==> src/sv/wpc_pkg.sv <==
// ----------------------------------------------------------------------------
// wpc_pkg
// Shared types and constants for the waveform peak coincidence unit.
// ----------------------------------------------------------------------------
`default_nettype none

package wpc_pkg;

   // channel count and field widths
   localparam int CHANNELS   = 4;
   localparam int SAMPLE_W   = 12;
   localparam int IDX_W      = 12;
   localparam int LEN_W      = 13;
   localparam int SUM_W      = 17;
   localparam int DT_W       = 13;
   localparam int CSR_IDX_W  = 3;
   localparam int CSR_DATA_W = 13;

   // record shape
   localparam int PED_COUNT  = 19;
   localparam int MAX_RECORD = 4096;
   localparam int MIN_RECORD = PED_COUNT + 1;

   // register reset values
   localparam logic [SAMPLE_W-1:0] THR_RESET [CHANNELS] = '{
      SAMPLE_W'(25), SAMPLE_W'(25), SAMPLE_W'(50), SAMPLE_W'(50)};
   localparam logic [SAMPLE_W-1:0] POLARITY_RESET = SAMPLE_W'(2000);
   localparam logic [SAMPLE_W-1:0] WIDE_RESET     = SAMPLE_W'(5);
   localparam logic [SAMPLE_W-1:0] NARROW_RESET   = SAMPLE_W'(1);
   localparam logic [LEN_W-1:0]    LENGTH_RESET   = LEN_W'(256);

   // register indexes
   typedef enum logic [CSR_IDX_W-1:0] {
      CSR_THRESHOLD_CH1 = 3'd0,
      CSR_THRESHOLD_CH2 = 3'd1,
      CSR_THRESHOLD_CH3 = 3'd2,
      CSR_THRESHOLD_CH4 = 3'd3,
      CSR_POLARITY      = 3'd4,
      CSR_WIDE_WINDOW   = 3'd5,
      CSR_NARROW_WINDOW = 3'd6,
      CSR_RECORD_LENGTH = 3'd7
   } csr_index_type;

   // per-channel running state
   typedef struct packed {
      logic [SUM_W-1:0]    sum;
      logic [SAMPLE_W-1:0] max_val;
      logic [IDX_W-1:0]    max_pos;
      logic [SAMPLE_W-1:0] min_val;
      logic [IDX_W-1:0]    min_pos;
   } chan_acc_type;

   // control shared by all channel trackers
   typedef struct packed {
      logic             accept;
      logic             first;
      logic             in_ped;
      logic [IDX_W-1:0] idx;
   } chan_ctl_type;

   // value scaled by the pedestal sample count
   function automatic logic [SUM_W-1:0] times_ped(input logic [SAMPLE_W-1:0] v);
      times_ped = SUM_W'(SUM_W'(v) * SUM_W'(PED_COUNT));
   endfunction

endpackage

`default_nettype wire

==> src/sv/wpc_channel.sv <==
// ----------------------------------------------------------------------------
// wpc_channel
// Per-channel tracker: pedestal sum, running max/min and first positions.
// ----------------------------------------------------------------------------
`default_nettype none

module wpc_channel
   import wpc_pkg::*;
(
   input  wire logic                clock,
   input  wire chan_ctl_type        ctl,
   input  wire logic [SAMPLE_W-1:0] sample,
   output chan_acc_type             acc_in
);

   chan_acc_type acc_ff;

   // next state: load on sample zero, otherwise track extremes and sum
   always_comb begin
      acc_in = acc_ff;
      if (ctl.accept) begin
         if (ctl.first) begin
            acc_in.sum     = '0;
            acc_in.max_val = sample;
            acc_in.max_pos = '0;
            acc_in.min_val = sample;
            acc_in.min_pos = '0;
         end else begin
            if (sample > acc_ff.max_val) begin
               acc_in.max_val = sample;
               acc_in.max_pos = ctl.idx;
            end
            if (sample < acc_ff.min_val) begin
               acc_in.min_val = sample;
               acc_in.min_pos = ctl.idx;
            end
            if (ctl.in_ped) begin
               acc_in.sum = acc_ff.sum + SUM_W'(sample);
            end
         end
      end
   end

   // running state
   always_ff @(posedge clock) begin
      acc_ff <= acc_in;
   end

endmodule

`default_nettype wire

==> src/sv/waveform_peak_coincidence_unit.sv <==
// ----------------------------------------------------------------------------
// waveform_peak_coincidence_unit
// Pedestal-subtracted peak finder over four digitizer channels. One request
// carries one sample per channel and is taken every clock; a record of
// record_length requests (clamped to 20..4096) yields one response. Samples
// 1..19 form the pedestal sum, which sets the pulse polarity; amplitudes come
// out as 19 times the true amplitude. The last sample of a record updates the
// channel trackers and is copied into a snapshot register; from the snapshot,
// amplitudes, peak indexes, time difference and flags are computed into the
// response register once that register is empty or being read.
// The snapshot register holds one finished record: while it is full and the
// response register is stalled, requests are held off.
// ----------------------------------------------------------------------------
`default_nettype none

module waveform_peak_coincidence_unit
   import wpc_pkg::*;
(
   input  wire logic                  clock,
   input  wire logic                  reset,

   input  wire logic                  csr_write_enable,
   input  wire logic [CSR_IDX_W-1:0]  csr_index,
   input  wire logic [CSR_DATA_W-1:0] csr_write_data,

   input  wire logic                  req_valid,
   output logic                       req_ready,
   input  wire logic [SAMPLE_W-1:0]   req_sample_ch1,
   input  wire logic [SAMPLE_W-1:0]   req_sample_ch2,
   input  wire logic [SAMPLE_W-1:0]   req_sample_ch3,
   input  wire logic [SAMPLE_W-1:0]   req_sample_ch4,

   output logic                       rsp_valid,
   input  wire logic                  rsp_ready,
   output logic [SUM_W-1:0]           rsp_amplitude_ch1,
   output logic [SUM_W-1:0]           rsp_amplitude_ch2,
   output logic [SUM_W-1:0]           rsp_amplitude_ch3,
   output logic [SUM_W-1:0]           rsp_amplitude_ch4,
   output logic [IDX_W-1:0]           rsp_peak_index_ch1,
   output logic [IDX_W-1:0]           rsp_peak_index_ch2,
   output logic [IDX_W-1:0]           rsp_peak_index_ch3,
   output logic [IDX_W-1:0]           rsp_peak_index_ch4,
   output logic signed [DT_W-1:0]     rsp_time_difference,
   output logic                       rsp_coincidence_wide,
   output logic                       rsp_coincidence_narrow,
   output logic [CHANNELS-1:0]        rsp_below_threshold_mask
);

   // configuration registers
   logic [SAMPLE_W-1:0] thr_ff [CHANNELS];
   logic [SAMPLE_W-1:0] polarity_ff;
   logic [SAMPLE_W-1:0] wide_ff;
   logic [SAMPLE_W-1:0] narrow_ff;
   logic [LEN_W-1:0]    length_ff;

   always_ff @(posedge clock) begin
      if (reset) begin
         thr_ff      <= THR_RESET;
         polarity_ff <= POLARITY_RESET;
         wide_ff     <= WIDE_RESET;
         narrow_ff   <= NARROW_RESET;
         length_ff   <= LENGTH_RESET;
      end else if (csr_write_enable) begin
         case (csr_index_type'(csr_index))
            CSR_THRESHOLD_CH1: thr_ff[0]   <= csr_write_data[SAMPLE_W-1:0];
            CSR_THRESHOLD_CH2: thr_ff[1]   <= csr_write_data[SAMPLE_W-1:0];
            CSR_THRESHOLD_CH3: thr_ff[2]   <= csr_write_data[SAMPLE_W-1:0];
            CSR_THRESHOLD_CH4: thr_ff[3]   <= csr_write_data[SAMPLE_W-1:0];
            CSR_POLARITY:      polarity_ff <= csr_write_data[SAMPLE_W-1:0];
            CSR_WIDE_WINDOW:   wide_ff     <= csr_write_data[SAMPLE_W-1:0];
            CSR_NARROW_WINDOW: narrow_ff   <= csr_write_data[SAMPLE_W-1:0];
            CSR_RECORD_LENGTH: length_ff   <= csr_write_data[LEN_W-1:0];
            default: ;
         endcase
      end
   end

   // handshake and stage control
   logic fin_valid_ff, fin_valid_in;
   logic rsp_valid_ff, rsp_valid_in;
   logic rsp_adv;
   logic req_accept;

   assign rsp_adv    = !rsp_valid_ff || rsp_ready;
   assign req_ready  = !fin_valid_ff || rsp_adv;
   assign req_accept = req_valid && req_ready;

   // effective record length and sample counter
   logic [LEN_W-1:0] eff_len;
   logic [IDX_W-1:0] cnt_ff, cnt_in;
   logic [LEN_W-1:0] cnt_plus;
   logic             last_sample;

   always_comb begin
      if (length_ff < LEN_W'(MIN_RECORD)) begin
         eff_len = LEN_W'(MIN_RECORD);
      end else if (length_ff > LEN_W'(MAX_RECORD)) begin
         eff_len = LEN_W'(MAX_RECORD);
      end else begin
         eff_len = length_ff;
      end
   end

   assign cnt_plus    = {1'b0, cnt_ff} + LEN_W'(1);
   assign last_sample = cnt_plus >= eff_len;

   always_comb begin
      cnt_in = cnt_ff;
      if (req_accept) begin
         cnt_in = last_sample ? '0 : cnt_plus[IDX_W-1:0];
      end
   end

   always_ff @(posedge clock) begin
      if (reset) begin
         cnt_ff <= '0;
      end else begin
         cnt_ff <= cnt_in;
      end
   end

   // channel trackers
   chan_ctl_type        ctl;
   logic [SAMPLE_W-1:0] samples [CHANNELS];
   chan_acc_type        acc_in [CHANNELS];

   assign ctl.accept = req_accept;
   assign ctl.first  = (cnt_ff == '0);
   assign ctl.in_ped = (cnt_ff <= IDX_W'(PED_COUNT));
   assign ctl.idx    = cnt_ff;

   assign samples[0] = req_sample_ch1;
   assign samples[1] = req_sample_ch2;
   assign samples[2] = req_sample_ch3;
   assign samples[3] = req_sample_ch4;

   for (genvar c = 0; c < CHANNELS; c++) begin : g_chan
      wpc_channel u_chan (
         .clock  (clock),
         .ctl    (ctl),
         .sample (samples[c]),
         .acc_in (acc_in[c])
      );
   end

   // snapshot of a finished record
   chan_acc_type fin_acc_ff [CHANNELS];

   assign fin_valid_in = (req_accept && last_sample) ? 1'b1
                       : (rsp_adv ? 1'b0 : fin_valid_ff);

   always_ff @(posedge clock) begin
      if (reset) begin
         fin_valid_ff <= 1'b0;
      end else begin
         fin_valid_ff <= fin_valid_in;
      end
   end

   always_ff @(posedge clock) begin
      if (req_accept && last_sample) begin
         fin_acc_ff <= acc_in;
      end
   end

   // amplitude, peak index and threshold test per channel
   logic [SUM_W-1:0]        level_scaled;
   logic [SUM_W-1:0]        amp_in [CHANNELS];
   logic [IDX_W-1:0]        pos_in [CHANNELS];
   logic [CHANNELS-1:0]     mask_in;
   logic [SUM_W-1:0]        top [CHANNELS];
   logic [SUM_W-1:0]        bot [CHANNELS];

   assign level_scaled = times_ped(polarity_ff);

   always_comb begin
      for (int c = 0; c < CHANNELS; c++) begin
         top[c] = times_ped(fin_acc_ff[c].max_val);
         bot[c] = times_ped(fin_acc_ff[c].min_val);
         if (fin_acc_ff[c].sum < level_scaled) begin
            amp_in[c] = (top[c] > fin_acc_ff[c].sum) ? top[c] - fin_acc_ff[c].sum : '0;
            pos_in[c] = fin_acc_ff[c].max_pos;
         end else begin
            amp_in[c] = (fin_acc_ff[c].sum > bot[c]) ? fin_acc_ff[c].sum - bot[c] : '0;
            pos_in[c] = fin_acc_ff[c].min_pos;
         end
         mask_in[c] = amp_in[c] < times_ped(thr_ff[c]);
      end
   end

   // peak time difference and coincidence windows
   logic signed [DT_W-1:0] dt_in;
   logic [DT_W-1:0]        adt;
   logic                   wide_in, narrow_in;

   assign dt_in     = $signed({1'b0, pos_in[1]}) - $signed({1'b0, pos_in[0]});
   assign adt       = dt_in[DT_W-1] ? DT_W'(-dt_in) : DT_W'(dt_in);
   assign wide_in   = adt <= DT_W'(wide_ff);
   assign narrow_in = adt <= DT_W'(narrow_ff);

   // response register
   logic [SUM_W-1:0]       rsp_amp_ff [CHANNELS];
   logic [IDX_W-1:0]       rsp_pos_ff [CHANNELS];
   logic signed [DT_W-1:0] rsp_dt_ff;
   logic                   rsp_wide_ff, rsp_narrow_ff;
   logic [CHANNELS-1:0]    rsp_mask_ff;
   logic                   rsp_load;

   assign rsp_load     = fin_valid_ff && rsp_adv;
   assign rsp_valid_in = rsp_load ? 1'b1 : (rsp_ready ? 1'b0 : rsp_valid_ff);

   always_ff @(posedge clock) begin
      if (reset) begin
         rsp_valid_ff <= 1'b0;
      end else begin
         rsp_valid_ff <= rsp_valid_in;
      end
   end

   always_ff @(posedge clock) begin
      if (rsp_load) begin
         rsp_amp_ff    <= amp_in;
         rsp_pos_ff    <= pos_in;
         rsp_dt_ff     <= dt_in;
         rsp_wide_ff   <= wide_in;
         rsp_narrow_ff <= narrow_in;
         rsp_mask_ff   <= mask_in;
      end
   end

   // output ports
   assign rsp_valid                = rsp_valid_ff;
   assign rsp_amplitude_ch1        = rsp_amp_ff[0];
   assign rsp_amplitude_ch2        = rsp_amp_ff[1];
   assign rsp_amplitude_ch3        = rsp_amp_ff[2];
   assign rsp_amplitude_ch4        = rsp_amp_ff[3];
   assign rsp_peak_index_ch1       = rsp_pos_ff[0];
   assign rsp_peak_index_ch2       = rsp_pos_ff[1];
   assign rsp_peak_index_ch3       = rsp_pos_ff[2];
   assign rsp_peak_index_ch4       = rsp_pos_ff[3];
   assign rsp_time_difference      = rsp_dt_ff;
   assign rsp_coincidence_wide     = rsp_wide_ff;
   assign rsp_coincidence_narrow   = rsp_narrow_ff;
   assign rsp_below_threshold_mask = rsp_mask_ff;

   // a request ending a record always lands in the snapshot stage
   a_last_fills_snapshot: assert property (@(posedge clock) disable iff (reset)
      req_accept && last_sample |=> fin_valid_ff)
      else $error("finished record not captured");

   // a stalled snapshot is never dropped
   a_snapshot_held: assert property (@(posedge clock) disable iff (reset)
      fin_valid_ff && !rsp_adv |=> fin_valid_ff)
      else $error("snapshot lost while response stalled");

   // a new response only follows a full snapshot
   a_rsp_from_snapshot: assert property (@(posedge clock) disable iff (reset)
      !rsp_valid_ff ##1 rsp_valid_ff |-> $past(fin_valid_ff))
      else $error("response raised without a finished record");

endmodule

`default_nettype wire

==> config.mk <==
export PLATFORM = sky130hd
export DESIGN_NAME = waveform_peak_coincidence_unit
export DESIGN_NICKNAME = d
export VERILOG_FILES = /design/src/sv/wpc_pkg.sv /design/src/sv/wpc_channel.sv /design/src/sv/waveform_peak_coincidence_unit.sv
export SDC_FILE = /design/constraint.sdc
export NUM_CORES = 2
export LEC_CHECK = 0
export BUFFER_PORTS_ARGS = -buffer_cell sky130_fd_sc_hd__buf_2
export CORE_ASPECT_RATIO = 1.2
export CORE_MARGIN = 2
export CORE_UTILIZATION = 52
export CTS_BUF_LIST = sky130_fd_sc_hd__clkbuf_4 sky130_fd_sc_hd__clkbuf_8
export CTS_CLUSTER_DIAMETER = 30
export DETAILED_ROUTE_END_ITERATION = 10
export HOLD_SLACK_MARGIN = 0.05
export PLACE_DENSITY = 0.69
export SKIP_LAST_GASP = 1
export SLEW_MARGIN = 25
export SYNTH_ARGS = -nofsm -noshare
export SYNTH_HDL_FRONTEND = slang
export SYNTH_SLANG_ARGS = --single-unit
export TNS_END_PERCENT = 5
==> constraint.sdc <==
create_clock -name clock -period 24.8 [get_ports clock]
set_clock_uncertainty 0.05 [all_clocks]
set_input_delay 2.48 -clock clock [delete_from_list [all_inputs] [get_ports clock]]
set_output_delay 2.48 -clock clock [all_outputs]
set_load 0.005 [all_outputs]
# --- After elaboration in Yosys (flattened, before gate mapping) ---
# Cells that the tools add are included.
op_classes:
  reduce_logical: 19
  mul: 13
  eq_ne: 7
  addsub: 15
  mux: 44
  order_cmp: 30
ops:
  columns: ["cell", "count"]
  rows:
  - ["$mux 65", 8]
  - ["$mux 17", 16]
  - ["$mul 12x5->17 const B", 13]
  - ["$mux 24", 8]
  - ["$gt 17x17->1", 8]
  - ["$lt 17x17->1", 8]
  - ["$sub 17x17->17", 8]
  - ["$add 17x12->17", 4]
  - ["$mux 12", 5]
  - ["$gt 12x12->1", 4]
  - ["$lt 12x12->1", 4]
  - ["$mux 13", 3]
  - ["$le 13x12->1", 2]
  - ["$reduce_and 2->1", 8]
  - ["$add 12x1->13 const B", 1]
  - ["$ge 13x13->1", 1]
  - ["$gt 13x13->1 const B", 1]
  - ["$lt 13x5->1 const B", 1]
  - ["$neg 13->13", 1]
  - ["$sub 12x12->13", 1]
  - ["$eq 3x3->1 const B", 4]
  - ["$le 12x5->1 const B", 1]
  - ["$logic_not 12->1", 1]
  - ["$eq 3x2->1 const B", 2]
  - ["other kinds (7)", 15]
totals:
  regBits: 766
  output_inout_bits: 137
  in_bits: 69
  elab_cells: 191

# --- Depth between registers and ports, before layout ---
logic_depth:
  word_depth: 7
  ltp_mapped: 50
  mapped_depth_nobuf: 49

# --- Hierarchy ---
# A second synthesis with hierarchy kept.
hier_totals:
  hier_cells: 6158
  hier_area_um2: 57002.2
by_module_without_submodules:
  columns: ["mod", "area_per_inst_um2", "seq_area_each_um2", "cells_per_inst", "n_inst"]
  rows:
  - ["waveform_peak_coincidence_unit", 40511.4, 14083.5, 4250, 1]
  - ["wpc_channel", 4122.7, 1301.2, 477, 4]

# --- Worst setup path before layout ---
# No wires, ideal clock.
synth_path:
  path_type: "reg-to-reg"
  start: "reg length_ff[2]"
  end: "reg fin_acc_ff[0] in the netlist's numbering, enable pin"
  t_arrival_ns: 14.251
  period_less_slack_ns: 15.188
  required_time_ns: 23.863
  path_slack_ns: 9.612
  setup_ns: 0.887
  stages_incl_launch_ff: 22
  path_buffers: 1
  cell_sequence: "dfxtp_1 > or2_2 > or4_1 > o21ai_0 > a21boi_0 > nand2_1 > ha_1 > nor2b_1 > o21a_1 > o21a_1 > o21a_1 > o21a_1 > o21ai_0 > a21boi_0 > o21a_1 > o21a_1 > o21a_1 > o21ai_0 > nand2b_1 > a21oi_1 > clkbuf_1 > nor2_1"
synth_via:
  elab_chain_len: 5
  elab_cells_between_ends: 6
  classes_between: "order compare (3); mux (2); reduce/logical (1)"
synth_lines:
  columns: ["element", "line_no", "text"]
  rows:
  - ["start: declaration", "waveform_peak_coincidence_unit.sv:54", "logic [LEN_W-1:0] length_ff;"]
  - ["start signal: assignment", "waveform_peak_coincidence_unit.sv:72", "CSR_RECORD_LENGTH: length_ff <= csr_write_data[LEN_W-1:0];"]
  - ["$gt 13x13->1", "waveform_peak_coincidence_unit.sv:97", "end else if (length_ff > LEN_W'(MAX_RECORD)) begin"]
  - ["$mux 13", "waveform_peak_coincidence_unit.sv:97", null]
  - ["$mux 13 *", "waveform_peak_coincidence_unit.sv:95", "if (length_ff < LEN_W'(MIN_RECORD)) begin"]
  - ["$ge 13x13->1 *", "waveform_peak_coincidence_unit.sv:105", "assign last_sample = cnt_plus >= eff_len;"]
  - ["$logic_and 1x1->1 *", "waveform_peak_coincidence_unit.sv:161", "if (req_accept && last_sample) begin"]
  - ["end signal: assignment", "waveform_peak_coincidence_unit.sv:162", "fin_acc_ff <= acc_in;"]
  - ["end: declaration", "waveform_peak_coincidence_unit.sv:147", "chan_acc_type fin_acc_ff [CHANNELS];"]
# Mark *: on every way between the ends. The rest lies on a longest branch, timed or not.
# A chain may end at the register's enable or synchronous reset.

# --- Worst setup path after layout ---
layout_path:
  start: "reg polarity_ff[0]"
  end: "reg rsp_narrow_ff (netlist: rsp_coincidence_narrow), data pin"
layout_via:
  elab_chain_len: 7
  elab_cells_between_ends: 9
  classes_between: "add/sub (2); mul (1); order compare (3); mux (3)"
layout_lines:
  columns: ["element", "line_no", "text"]
  rows:
  - ["start: declaration", "waveform_peak_coincidence_unit.sv:51", "logic [SAMPLE_W-1:0] polarity_ff;"]
  - ["start signal: assignment", "waveform_peak_coincidence_unit.sv:69", "CSR_POLARITY: polarity_ff <= csr_write_data[SAMPLE_W-1:0];"]
  - ["$mul 12x5->17 *", "wpc_pkg.sv:63", "times_ped = SUM_W'(SUM_W'(v) * SUM_W'(PED_COUNT));"]
  - ["$lt 17x17->1", "waveform_peak_coincidence_unit.sv:180", "if (fin_acc_ff[c].sum < level_scaled) begin"]
  - ["$mux 12", "waveform_peak_coincidence_unit.sv:180", null]
  - ["$sub 12x12->13 *", "waveform_peak_coincidence_unit.sv:196", "assign dt_in = $signed({1'b0, pos_in[1]}) - $signed({1'b0, pos_in[0]});"]
  - ["via dt_in[12]", "waveform_peak_coincidence_unit.sv:192", "logic signed [DT_W-1:0] dt_in;"]
  - ["$neg 13->13", "waveform_peak_coincidence_unit.sv:197", "assign adt = dt_in[DT_W-1] ? DT_W'(-dt_in) : DT_W'(dt_in);"]
  - ["$mux 13 *", "waveform_peak_coincidence_unit.sv:197", null]
  - ["$le 13x12->1 *", "waveform_peak_coincidence_unit.sv:199", "assign narrow_in = adt <= DT_W'(narrow_ff);"]
  - ["via narrow_in", "waveform_peak_coincidence_unit.sv:194", "logic wide_in, narrow_in;"]
  - ["end signal: assignment", "waveform_peak_coincidence_unit.sv:226", "rsp_narrow_ff <= narrow_in;"]
  - ["end: declaration", "waveform_peak_coincidence_unit.sv:205", "logic rsp_wide_ff, rsp_narrow_ff;"]
# The timed path passes the listed nets; every way through them passes the cells marked *.

==> metrics.txt <==
R2R setup slack 14.69 ns; share of post-route cells with drive strength above 1 12.0%; std cell rows 127; port buffer count just over 200; Die X-Extent 295 um; Setup crit end kind flop; Cell Area, Synth 52700 um2; vias in the first global route ~39000; Max Fclk 0.0989 GHz; top routing layer used met5; kind of critical path flop to flop; Initial Util 52.6%; final worst-path cycle share between 40% and 50%; DR iter-0 viols 2492; total CTS buffers 150; clock-pin transition on the worst setup and hold timing paths around 0.060 ns; Slowest cell on crit path and2_1; number of antenna violations at the first check in global routing 4; Max Cap Violations 0; Worst-Skew Late Latency 0.87 ns; core area 100000 um2; Die ar. 104000 um2; clk root buf clkbuf_8; Post-Synthesis Cells 5435; P&R area growth vs syn 11.7%; RSZ-0062 raised after global routing false; worst ir drop on vdd around 0.000052 V; routed wl met3 7.35 mm; register area share after synthesis 36.6%; Overall Global Routing Usage 26.8%; Synth warnings 0; Power Total about 0.0041 W; clock sinks 766; Distinct cells, synth just over 100; Final nets 6697; post-route minimum period 10.11 ns; Final Setup Violations 0; via count just under 40000; wire per inst 19.5 um; Pwr per Cell Area 70.4 nW/um2; Detailed Routing Iterations Pass 1 5; final slew viol count 0; async set or reset register ratio after synthesis 0%; Met2 Wirelength 68.5 mm; WP data required 25.47 ns; io pins 206; CP startpoint kind flop; setup bufs post-CTS 0; Fin Setup TNS 0 ns; H-tree Lvls 4; Filler Cell Count 8589; Synth Flop Type edfxtp_1; Post-route DRC 0; EDFF count, synth between 300 and 400; status finished clean; Die Height 353 um; gp weighted congestion 0.929; met1 wire length 57.2 mm; #FFs+latches synth 766; Worst Hold Class flop to flop; TritonCTS clock tree yes; pin count of the biggest net entering global routing 71; total gr overflow 0; top cell type's share of synthesized area 22.5%; final WL 139 mm; first-pass GRT wire length 216 mm; Syn Nets 6422; Via density 5.52; final hold violation count 0; worst slew pin tran 1.08 ns; Post-Syn Area per Cell 9.69 um2; # hold bufs at CTS 0; CP Max Fanout 9; final HPWL from detailed placement roughly 110 mm; CP max stage delay 0.60 ns; Antenna Nets Post-Route 0; largest area contributor in the netlist edfxtp_1; Arrival @ worst endpoint ~11 ns; Leakage approximately 27 nW; largest cells by area after synthesis edfxtp_1 23%, ha_1 19%, dfxtp_1 14%; headroom to the max-slew limit between 20 and 30%; Clock Tree Buf Depth 3; cts repair resizes 0
## where the power goes
group / internal (W) / switching (W)
clock: 0.000907 / 0.000599
combinational: 0.000494 / 0.000667
sequential: 0.00143 / 0.0000476
## cells in the final DEF (no fill, tap or decap), drive strengths merged, types with 49 or more instances in the layout
| master | synthesis | layout |
|---|---|---|
| dfxtp | 371 | 371 |
| nor2b | 71 | 71 |
| nor2 | 189 | 189 |
| a21boi | 49 | 49 |
| a21oi | 398 | 398 |
| xor2 | 82 | 82 |
| mux2 | 122 | 122 |
| buf | 10 | 240 |
| inv | 973 | 990 |
| xnor2 | 214 | 214 |
| ha | 802 | 802 |
| fa | 116 | 116 |
| edfxtp | 395 | 395 |
| nand4 | 56 | 56 |
| nand2b | 72 | 72 |
| a21o | 137 | 137 |
| o21ai | 308 | 308 |
| a22o | 139 | 139 |
| clkbuf | 107 | 205 |
| nand2 | 390 | 390 |
| nand3 | 49 | 49 |
## synthesized netlist by cell type, drive strengths merged (34+ instances only)
master / number
inv: 973
ha: 802
a21oi: 398
edfxtp: 395
nand2: 390
dfxtp: 371
o21ai: 308
xnor2: 214
nor2: 189
a22o: 139
a21o: 137
mux2: 122
fa: 116
clkbuf: 107
xor2: 82
nand2b: 72
nor2b: 71
nand4: 56
a21boi: 49
nand3: 49
o21a: 34
## per-stage QoR
step / std cells / hold WS, ns / cell area (um2) / setup slack (ns) / utilization [%]
floorplan: 5435 / 0.386 / 52700 / 9.61 / -
detailed placement: 6848 / 0.401 / 55200 / 14.65 / 55.1
global route: 7131 / 0.427 / 58800 / 13.75 / 58.8
CTS: 7129 / 0.409 / 58800 / 14.67 / 58.8
finish: 7135 / 0.409 / 58800 / 14.69 / 58.8
global placement: 6848 / 0.394 / 55200 / 14.84 / 55.1
## sequential cells by signal, indices dropped and copies added, names as in the netlist, 17 cells and up
name                  cells
fin_acc_ff              260
g_chan.u_chan.acc_ff    260
thr_ff                   48
rsp_amplitude_ch1        17
rsp_amplitude_ch2        17
rsp_amplitude_ch3        17
rsp_amplitude_ch4        17
## cell families after synthesis
kind of cell	count (synthesis)	synth area share (%)
multiplexers	139	2.95
adder cells (fa/ha/maj)	919	23.5
flip-flops	766	36.6
XOR/XNOR	297	4.99
AO/OA/AOI/OAI	1250	15.2
buffers and inverters	1090	7.84
AND/OR/NAND/NOR	974	8.87
## worst paths after layout
kind | cells after the start | endpoint | from
worst min-delay path | 2 | wide_ff[4] | wide_ff[4]
worst min register to register | 2 | wide_ff[4] | wide_ff[4]
worst max-delay path | 45 | rsp_coincidence_narrow | polarity_ff[0]
worst max register to register | 45 | rsp_coincidence_narrow | polarity_ff[0]
## area by class of cell
cell class / instances / area (um2) / area share (%)
antenna: 6 / 15.0 / 0.0255
clock buffer: 205 / 2590 / 4.40
clock inverter: 76 / 1050 / 1.78
inverter: 973 / 3650 / 6.21
multi-input combinational: 3579 / 29300 / 49.9
sequential: 766 / 19300 / 32.8
tap: 1290 / 1610 / 2.74
timing repair buffer: 240 / 1290 / 2.19
## routing by layer
metal | vias up | track usage [%]
met5 | - | 0
met4 | 4 | 11.7
met3 | 281 | 4.51
met2 | 979 | 46.8
met1 | 18799 | 32.4
li1 | 19335 | -
## critical path, delay by kind of cell, from the launching register on
kind	cells	cell delay, ns
muxes	1	0.35
xor gates and xnor gates	1	0.38
and+or+nand+nor	10	1.38
AOI/OAI and AO/OA	26	5.01
DFF	1	0.53
adders and majority gates	6	2.03
buffers and inverters	1	0.21
No activity file was read; power rests on OpenSTA's default activity.
